$ cat config.mk
export PLATFORM = sky130hd
export DESIGN_NAME = periodic_task_round_robin_scheduler_flat
export DESIGN_NICKNAME = d
export VERILOG_FILES = /design/src/ptrrs_pkg.sv /design/src/ptrrs_in_if.sv /design/src/ptrrs_out_if.sv /design/src/periodic_task_round_robin_scheduler.sv /design/src/flat_wrapper.sv
export SDC_FILE = /design/constraint.sdc
export NUM_CORES = 1
export LEC_CHECK = 0
export BUFFER_PORTS_ARGS = -buffer_cell sky130_fd_sc_hd__buf_2
export CAP_MARGIN = 15
export CORE_ASPECT_RATIO = 1.5
export CORE_MARGIN = 8
export CORE_UTILIZATION = 40
export DETAILED_ROUTE_END_ITERATION = 8
export SLEW_MARGIN = 40
export SYNTH_ARGS = -nofsm -noshare
export SYNTH_HDL_FRONTEND = slang
export SYNTH_SLANG_ARGS = --single-unit
$ cat constraint.sdc
create_clock -name clk_i -period 6.4 [get_ports clk_i]
set_input_delay 0.64 -clock clk_i [delete_from_list [all_inputs] [get_ports clk_i]]
set_output_delay 0.64 -clock clk_i [all_outputs]
set_load 0.03 [all_outputs]
$ cat src/ptrrs_pkg.sv
// ----------------------------------------------------------------------------
// ptrrs_pkg
// Shared codes and field widths of the periodic task round-robin scheduler.
// ----------------------------------------------------------------------------
package ptrrs_pkg;

  // fixed field widths of the input and result words
  localparam int unsigned ACTION_W = 2;
  localparam int unsigned ID_W     = 4;
  localparam int unsigned STATUS_W = 2;

  // action codes of an input word
  typedef enum logic [ACTION_W-1:0] {
    ACT_STEP    = 2'd0,
    ACT_ADD     = 2'd1,
    ACT_DISABLE = 2'd2
  } action_e;

  // status codes of a result word
  typedef enum logic [STATUS_W-1:0] {
    STAT_OK     = 2'd0,
    STAT_FULL   = 2'd1,
    STAT_BAD_ID = 2'd2
  } status_e;

endpackage

$ cat src/ptrrs_in_if.sv
// ----------------------------------------------------------------------------
// ptrrs_in_if
// Input channel of the scheduler: valid/ready handshake and one command word.
// ----------------------------------------------------------------------------
interface ptrrs_in_if
  import ptrrs_pkg::*;
#(
  parameter int unsigned TIME_BITS = 32
) ();

  logic                 valid;
  logic                 ready;
  logic [ACTION_W-1:0]  action;
  logic [TIME_BITS-1:0] now_ms;
  logic [TIME_BITS-1:0] period_ms;
  logic [ID_W-1:0]      entry_id;

  modport source (
    output valid, action, now_ms, period_ms, entry_id,
    input  ready
  );

  modport sink (
    input  valid, action, now_ms, period_ms, entry_id,
    output ready
  );

endinterface

$ cat src/ptrrs_out_if.sv
// ----------------------------------------------------------------------------
// ptrrs_out_if
// Result channel of the scheduler: valid/ready handshake and one result word.
// ----------------------------------------------------------------------------
interface ptrrs_out_if
  import ptrrs_pkg::*;
();

  logic                valid;
  logic                ready;
  logic                fired;
  logic [ID_W-1:0]     fired_id;
  logic [ID_W-1:0]     new_id;
  logic [STATUS_W-1:0] status;

  modport source (
    output valid, fired, fired_id, new_id, status,
    input  ready
  );

  modport sink (
    input  valid, fired, fired_id, new_id, status,
    output ready
  );

endinterface

$ cat src/periodic_task_round_robin_scheduler.sv
// ----------------------------------------------------------------------------
// periodic_task_round_robin_scheduler
// Table of periodic tasks examined one entry per tick by a round-robin cursor.
// ----------------------------------------------------------------------------
// Usage:
//   in_i carries command words (step, add, disable) on a valid/ready
//   handshake; out_o returns exactly one result word per command.
//   Periods and last fire times live in two synchronous memories of
//   MAX_SCHEDULES entries; enable bits, entry count and cursor are flops.
//   Timing: add, disable and a step on an empty table give their result
//   in the cycle after acceptance. A step reads the cursor's entry in the
//   acceptance cycle, evaluates and writes back the fire time in the next,
//   and its result word is registered at the end of that evaluation cycle.
//   Throughput: no new command is accepted while a step evaluates; add and
//   disable are accepted every cycle while the receiver takes each result.
//   A result word waits in an output register; a new command is accepted
//   in the same cycle the waiting word is taken.
//   Reset clears enable bits, entry count, cursor and the output register;
//   memory contents stay undefined and are only evaluated below the entry count.
//   A stalled receiver holds the result word and blocks further commands.
// ----------------------------------------------------------------------------
module periodic_task_round_robin_scheduler
  import ptrrs_pkg::*;
#(
  parameter int unsigned MAX_SCHEDULES = 16,
  parameter int unsigned TIME_BITS     = 32
) (
  input  logic        clk_i,
  input  logic        rst_ni,
  ptrrs_in_if.sink    in_i,
  ptrrs_out_if.source out_o
);

  localparam int unsigned CNT_W = $clog2(MAX_SCHEDULES + 1);
  localparam int unsigned IDX_W = (MAX_SCHEDULES > 1) ? $clog2(MAX_SCHEDULES) : 1;
  localparam int unsigned CMP_W = (CNT_W > ID_W) ? CNT_W : ID_W;

  typedef enum logic {
    S_IDLE,
    S_EVAL
  } state_e;

  // control and result registers
  state_e                   state_q, state_d;
  logic [IDX_W-1:0]         cursor_q, cursor_d;
  logic [CNT_W-1:0]         count_q, count_d;
  logic [MAX_SCHEDULES-1:0] en_q, en_d;
  logic [TIME_BITS-1:0]     now_q, now_d;
  logic                     out_valid_q, out_valid_d;
  logic                     fired_q, fired_d;
  logic [ID_W-1:0]          fired_id_q, fired_id_d;
  logic [ID_W-1:0]          new_id_q, new_id_d;
  status_e                  status_q, status_d;

  // table memories
  logic [TIME_BITS-1:0] period_mem [MAX_SCHEDULES];
  logic [TIME_BITS-1:0] last_mem   [MAX_SCHEDULES];
  logic [TIME_BITS-1:0] period_rd_q;
  logic [TIME_BITS-1:0] last_rd_q;

  logic                 accept;
  action_e              act;
  logic                 full;
  logic                 id_bad;
  logic [CMP_W-1:0]     cnt_ext;
  logic [CMP_W-1:0]     id_ext;
  logic [CMP_W-1:0]     cur_ext;
  logic [CNT_W-1:0]     cur_inc;
  logic [TIME_BITS-1:0] elapsed;
  logic                 fire;
  logic                 add_wr;
  logic                 last_we;
  logic [IDX_W-1:0]     last_waddr;
  logic [TIME_BITS-1:0] last_wdata;

  // handshake
  assign in_i.ready = (state_q == S_IDLE) && (!out_valid_q || out_o.ready);
  assign accept     = in_i.valid && in_i.ready;
  assign act        = action_e'(in_i.action);

  // table checks
  assign cnt_ext = CMP_W'(count_q);
  assign id_ext  = CMP_W'(in_i.entry_id);
  assign cur_ext = CMP_W'(cursor_q);
  assign full    = (count_q == CNT_W'(MAX_SCHEDULES));
  assign id_bad  = (id_ext >= cnt_ext);
  assign cur_inc = CNT_W'(cursor_q) + CNT_W'(1);

  // fire decision on the entry read at the cursor
  assign elapsed = now_q - last_rd_q;
  assign fire    = en_q[cursor_q] &&
                   ((last_rd_q == '0) || (elapsed >= period_rd_q));

  // memory write ports
  assign add_wr     = accept && (act == ACT_ADD) && !full;
  assign last_we    = add_wr || ((state_q == S_EVAL) && fire);
  assign last_waddr = add_wr ? count_q[IDX_W-1:0] : cursor_q;
  assign last_wdata = add_wr ? '0 : now_q;

  always_ff @(posedge clk_i) begin
    if (add_wr) begin
      period_mem[count_q[IDX_W-1:0]] <= in_i.period_ms;
    end
    period_rd_q <= period_mem[cursor_q];
  end

  always_ff @(posedge clk_i) begin
    if (last_we) begin
      last_mem[last_waddr] <= last_wdata;
    end
    last_rd_q <= last_mem[cursor_q];
  end

  // next state and result word
  always_comb begin
    state_d     = state_q;
    cursor_d    = cursor_q;
    count_d     = count_q;
    en_d        = en_q;
    now_d       = now_q;
    out_valid_d = out_valid_q && !out_o.ready;
    fired_d     = fired_q;
    fired_id_d  = fired_id_q;
    new_id_d    = new_id_q;
    status_d    = status_q;

    unique case (state_q)
      S_IDLE: begin
        if (accept) begin
          out_valid_d = 1'b1;
          fired_d     = 1'b0;
          fired_id_d  = '0;
          new_id_d    = '0;
          status_d    = STAT_OK;
          unique case (act)
            ACT_STEP: begin
              if (count_q == '0) begin
                status_d = STAT_BAD_ID;
              end else begin
                // memory read of the cursor entry is under way
                out_valid_d = 1'b0;
                now_d       = in_i.now_ms;
                state_d     = S_EVAL;
              end
            end
            ACT_ADD: begin
              if (full) begin
                status_d = STAT_FULL;
              end else begin
                en_d[count_q[IDX_W-1:0]] = 1'b1;
                new_id_d                 = cnt_ext[ID_W-1:0];
                count_d                  = count_q + CNT_W'(1);
                cursor_d                 = '0;
              end
            end
            ACT_DISABLE: begin
              if (id_bad) begin
                status_d = STAT_BAD_ID;
              end else begin
                en_d[id_ext[IDX_W-1:0]] = 1'b0;
              end
            end
            default: begin
              // unused action code: all-zero result
            end
          endcase
        end
      end
      S_EVAL: begin
        out_valid_d = 1'b1;
        fired_d     = fire;
        fired_id_d  = fire ? cur_ext[ID_W-1:0] : '0;
        cursor_d    = (cur_inc >= count_q) ? '0 : cur_inc[IDX_W-1:0];
        state_d     = S_IDLE;
      end
      default: begin
        state_d = S_IDLE;
      end
    endcase
  end

  // state and registered outputs
  always_ff @(posedge clk_i or negedge rst_ni) begin
    if (!rst_ni) begin
      state_q     <= S_IDLE;
      cursor_q    <= '0;
      count_q     <= '0;
      en_q        <= '0;
      now_q       <= '0;
      out_valid_q <= 1'b0;
      fired_q     <= 1'b0;
      fired_id_q  <= '0;
      new_id_q    <= '0;
      status_q    <= STAT_OK;
    end else begin
      state_q     <= state_d;
      cursor_q    <= cursor_d;
      count_q     <= count_d;
      en_q        <= en_d;
      now_q       <= now_d;
      out_valid_q <= out_valid_d;
      fired_q     <= fired_d;
      fired_id_q  <= fired_id_d;
      new_id_q    <= new_id_d;
      status_q    <= status_d;
    end
  end

  // result channel
  assign out_o.valid    = out_valid_q;
  assign out_o.fired    = fired_q;
  assign out_o.fired_id = fired_id_q;
  assign out_o.new_id   = new_id_q;
  assign out_o.status   = status_q;

endmodule

$ cat src/flat_wrapper.sv
// flat-port wrapper written by rule: the top's interface ports become plain ports
module periodic_task_round_robin_scheduler_flat import ptrrs_pkg::*;
#(
  parameter int unsigned MAX_SCHEDULES = 16,
  parameter int unsigned TIME_BITS     = 32
)
  (clk_i, rst_ni, in_i_valid, in_i_action, in_i_now_ms, in_i_period_ms, in_i_entry_id, in_i_ready, out_o_valid, out_o_fired, out_o_fired_id, out_o_new_id, out_o_status, out_o_ready);
  ptrrs_in_if #(.TIME_BITS(TIME_BITS)) in_i_i ();
  ptrrs_out_if out_o_i ();
  input  logic clk_i;
  input  logic rst_ni;
  input wire logic [$bits(in_i_i.valid)-1:0] in_i_valid;
  input wire logic [$bits(in_i_i.action)-1:0] in_i_action;
  input wire logic [$bits(in_i_i.now_ms)-1:0] in_i_now_ms;
  input wire logic [$bits(in_i_i.period_ms)-1:0] in_i_period_ms;
  input wire logic [$bits(in_i_i.entry_id)-1:0] in_i_entry_id;
  output wire logic [$bits(in_i_i.ready)-1:0] in_i_ready;
  output wire logic [$bits(out_o_i.valid)-1:0] out_o_valid;
  output wire logic [$bits(out_o_i.fired)-1:0] out_o_fired;
  output wire logic [$bits(out_o_i.fired_id)-1:0] out_o_fired_id;
  output wire logic [$bits(out_o_i.new_id)-1:0] out_o_new_id;
  output wire logic [$bits(out_o_i.status)-1:0] out_o_status;
  input wire logic [$bits(out_o_i.ready)-1:0] out_o_ready;
  assign in_i_i.valid = in_i_valid;
  assign in_i_i.action = in_i_action;
  assign in_i_i.now_ms = in_i_now_ms;
  assign in_i_i.period_ms = in_i_period_ms;
  assign in_i_i.entry_id = in_i_entry_id;
  assign in_i_ready = in_i_i.ready;
  assign out_o_valid = out_o_i.valid;
  assign out_o_fired = out_o_i.fired;
  assign out_o_fired_id = out_o_i.fired_id;
  assign out_o_new_id = out_o_i.new_id;
  assign out_o_status = out_o_i.status;
  assign out_o_i.ready = out_o_ready;
  periodic_task_round_robin_scheduler #(.MAX_SCHEDULES(MAX_SCHEDULES), .TIME_BITS(TIME_BITS)) u_core (.clk_i(clk_i), .rst_ni(rst_ni), .in_i(in_i_i), .out_o(out_o_i));
endmodule
==> out/qor.csv <==
stage,metric,value,unit
global_route,number of global-route vias before repair,23781,
synth,Post-Syn Area,46100,um2
sta,relative slew slack,0.445,
route,number of DRC markers in iteration 0,1811,
min_path,worst min path class,in2reg,
floorplan,Chip Width,293,um
sta,Slew Limit Fails,0,
cts,CTS tree,built,
pwr,Int Power,15.4,mW
sta,Clock Skews,0.0221,ns
floorplan,initial core utilization,0.403,
synth,largest area contributor in the netlist,edfxtp_1,
pwr,Logic pwr share,0.269,
route,antenna-violating nets left,0,
layout,share of layout cells above drive strength 1,0.290,
synth,Mapped Cells,2270,
flow_run,Max Cap Viol,0,
route,Pre-Repair DR Iteration Count,5,
setup_path,Worst Setup SP,u_core.now_q[0],
floorplan,I/O Pins,87,
sta,Worst Tran Pin Value,0.830,ns
pwr,switching power,6.40,mW
pwr,Clock power frac,0.305,
sta,RSZ-0062 raised after global routing,no,
cts,clock root buffer,clkbuf_16,
cts,clk_lat worst skew,0.69,ns
cts,Num CTS Buffers,106,
setup_path,crit-path max cell delay,0.47,ns
placed_design,Buffers on Ports,86,
pwr,Lkg Pwr,17.2,nW
placed_design,post-DP HPWL,66700,um
layout,final core occ,0.461,
floorplan,row count,152,
synth,register bit total from synthesis,1158,
route,DRC violations left,0,
setup_path,CP bufs+invs,4,
synth,synth warn,0,
setup_path,worst r2r src,u_core.now_q[0],
synth,"Seq/Total Area, Yosys",0.733,
pwr,Pwr Density,413,nW/um2
setup_path,"delay-heaviest family, CP",compound AO/OA/AOI/OAI gates,
setup_path,Crit path arrival time,5.50,ns
cts,H-Tree Depth,3,
pwr,sequential power share,0.425,
synth,"Distinct cells, synth",66,
pwr,Tot Pwr,21.8,mW
cts,Clock transition at path regs,0.06,ns
route,drt total wl,107000,um
global_route,gr usage total,0.168,
synth,ys async rst share,0.0604,
sta,fin crit share,0.809,
cts,CTS resizes,0,
sta,TNS Setup,0,ns
floorplan,die height,432,um
pwr,Sw Share,0.294,
global_route,pin count of the biggest net entering global routing,73,
setup_path,CP Launch Type,flop,
global_route,initial antenna violation count,17,
cts,clk sinks,1158,
floorplan,die area,127000,um2
synth,Post-synth EDFFs,1024,
min_path,hold_sp,in_i_now_ms[21],
synth,Post-Syn Area per Cell,20.3,um2
global_route,first-pass GRT wire length,159000,um
sta,max frequency,193,MHz
setup_path,crit path kind,reg2reg,
route,Vias/cell,5.50,
synth,top area cells in the synthesized netlist,"edfxtp_1, mux4_2, dfrtp_1, dfxtp_1, ha_1",
setup_path,slowest CP cell,buf_4,
route,DR WL/cell,26.3,um
setup_path,Critical Path Fanout Max,32,
placed_design,gp weighted congestion,0.826,
sta,min cycle time layout,5.18,ns
sta,Final setup viols,0,
synth,prevailing post-synth register cell,edfxtp_1,
layout,area added between synthesis and finish,14.4,%
cts,maximum clock path buffer count,3,
sta,Fin. Hold Viols,0,
floorplan,core outline area,114000,um2
synth,Post-Synthesis Net Count,2426,
synth,Synth top area share,0.667,
setup_path,CP cell instances,"inv_1, ha_1, inv_1, fa_1, a21oi_1, o211ai_1, o2bb2ai_1, o211ai_1, nand3b_1, a21oi_1, xnor2_1, ha_1, and4_1, a221oi_1, a211oi_1, buf_4, nand4b_1, a21oi_4, buf_4",
route,routed vias,22318,
setup_path,Worst setup EP type,flop,
global_route,gr ovfl total,0,
pwr,maximum VDD drop,0.000238,V
setup_path,Critical Path RT,6.72,ns
run_status,status,"finished, final reports clean",
layout,Nets,2578,
[layout by cell type (no fill, tap or decap), types with 25 or more instances in the layout]
cell,count
nand3_1,29
edfxtp_1,1024
a21oi_1,42
clkbuf_16,109
a21o_1,25
inv_1,88
nor2b_2,30
ha_1,81
dfrtp_1,66
buf_2,85
nand2_1,73
mux4_2,325
mux2_1,27
buf_4,41
nor2_1,39
dfxtp_1,64
[worst register-to-register path, stage by stage, from the launching register on]
cell,delay (ns)
dfrtp_1,0.36
inv_1,0.11
ha_1,0.19
inv_1,0.06
fa_1,0.40
a21oi_1,0.20
o211ai_1,0.24
o2bb2ai_1,0.25
o211ai_1,0.29
nand3b_1,0.14
a21oi_1,0.20
xnor2_1,0.09
ha_1,0.29
and4_1,0.19
a221oi_1,0.14
a211oi_1,0.30
buf_4,0.20
nand4b_1,0.41
a21oi_4,0.25
buf_4,0.47
[Yosys cell counts, types with 5 or more instances]
| cell | instances |
|---|---|
| clkbuf_1 | 54 |
| mux2_2 | 5 |
| o211ai_1 | 8 |
| nor2_1 | 50 |
| and3_1 | 10 |
| nor2b_1 | 36 |
| o21ai_0 | 24 |
| nor4_1 | 9 |
| ha_1 | 81 |
| edfxtp_1 | 1024 |
| a21oi_1 | 62 |
| dfrtp_1 | 70 |
| nor3b_1 | 5 |
| dfxtp_1 | 64 |
| nand4_1 | 8 |
| o21ai_1 | 14 |
| o31ai_1 | 5 |
| xnor2_1 | 24 |
| buf_1 | 6 |
| mux4_2 | 325 |
| nand3_1 | 29 |
| mux2_1 | 27 |
| nand2b_1 | 6 |
| a21o_1 | 25 |
| a31oi_1 | 12 |
| xor2_1 | 9 |
| nor3_1 | 15 |
| nand2_1 | 73 |
| buf_2 | 36 |
| o21a_1 | 6 |
| inv_1 | 88 |
| a211oi_1 | 8 |
[what timing repair did]
| action | in CTS | in global routing |
|---|---|---|
| buffers inserted | 0 | 0 |
| hold buffers | 1 | 0 |
| hold endpoints to repair | 68 | 0 |
[cell type report]
| class | instances | area [um2] |
|---|---|---|
| diodes | 4 | 10.0 |
| repair buffers | 141 | 1020 |
| well taps | 1540 | 1930 |
| clock inverters | 58 | 717 |
| inverters | 92 | 345 |
| fillers | 9721 | 61700 |
| flip-flops and latches | 1158 | 33800 |
| multi-input cells | 923 | 11900 |
| clock buffers | 140 | 2990 |
[path summary, 6_finish.rpt]
check,end,slack (ns),depth (start not counted)
min in group asynchronous,u_core.now_q[24],0.54,2
min,u_core.now_q[21],0.17,2
max in group asynchronous,u_core.now_q[4],5.32,2
min reg2reg,u_core.out_o.status[1],0.48,2
max reg2reg,u_core.last_mem[8][7],1.22,19
max,u_core.last_mem[8][7],1.22,19
[power groups by stage]
stage / logic (mW) / registers [mW] / clock network (mW)
3_5_place_dp: 5.87 / 9.43 / 0
3_3_place_gp: 5.68 / 9.48 / 0
5_1_grt: 6.43 / 9.31 / 7.06
4_1_cts: 5.91 / 9.27 / 6.79
2_1_floorplan: 4.28 / 9.19 / 0
6_report: 5.86 / 9.26 / 6.65
[state kept, by name, summed over array words and instances (netlist names), 2 cells and up]
signal and flops:
u_core.last_mem 512, u_core.period_mem 512, u_core.last_rd_q 32, u_core.now_q 32, u_core.period_rd_q 32, u_core.en_q 16
u_core.cnt_ext 5, u_core.cursor_q 4, u_core.out_o.fired_id 4, u_core.out_o.new_id 4, u_core.out_o.status 2
[logic make-up after synthesis]
logic type               count (synthesis)  share of synthesized area
buffers and inverters                  189                     0.0165
XOR/XNOR                                33                    0.00627
multiplexers                           357                      0.167
adder cells (fa/ha/maj)                 82                     0.0224
flip-flops                            1158                      0.733
AND/OR/NAND/NOR                        251                     0.0265
AO/OA/AOI/OAI                          200                     0.0290
[stage by stage]
stage	instances	hold WS [ns]	worst slack, ns	instance area (um2)
final	4056	0.171	1.22	52700
after global routing	4053	0.150	0.938	52700
after CTS	4052	0.118	1.21	52700
after detailed placement	3853	0.470	1.24	49000
after global placement	3845	0.463	1.27	48700
after floorplan	2270	0.344	0.950	46100
[layer usage]
layer	vias to the layer above	routed length, um	global-route usage
met5	-	46	0
met4	8	3080	0.0592
met3	176	6300	0.0353
met2	626	54500	0.288
met1	11922	42800	0.212
li1	9586	-	-
Note: power is estimated with default switching activity, not from simulation.
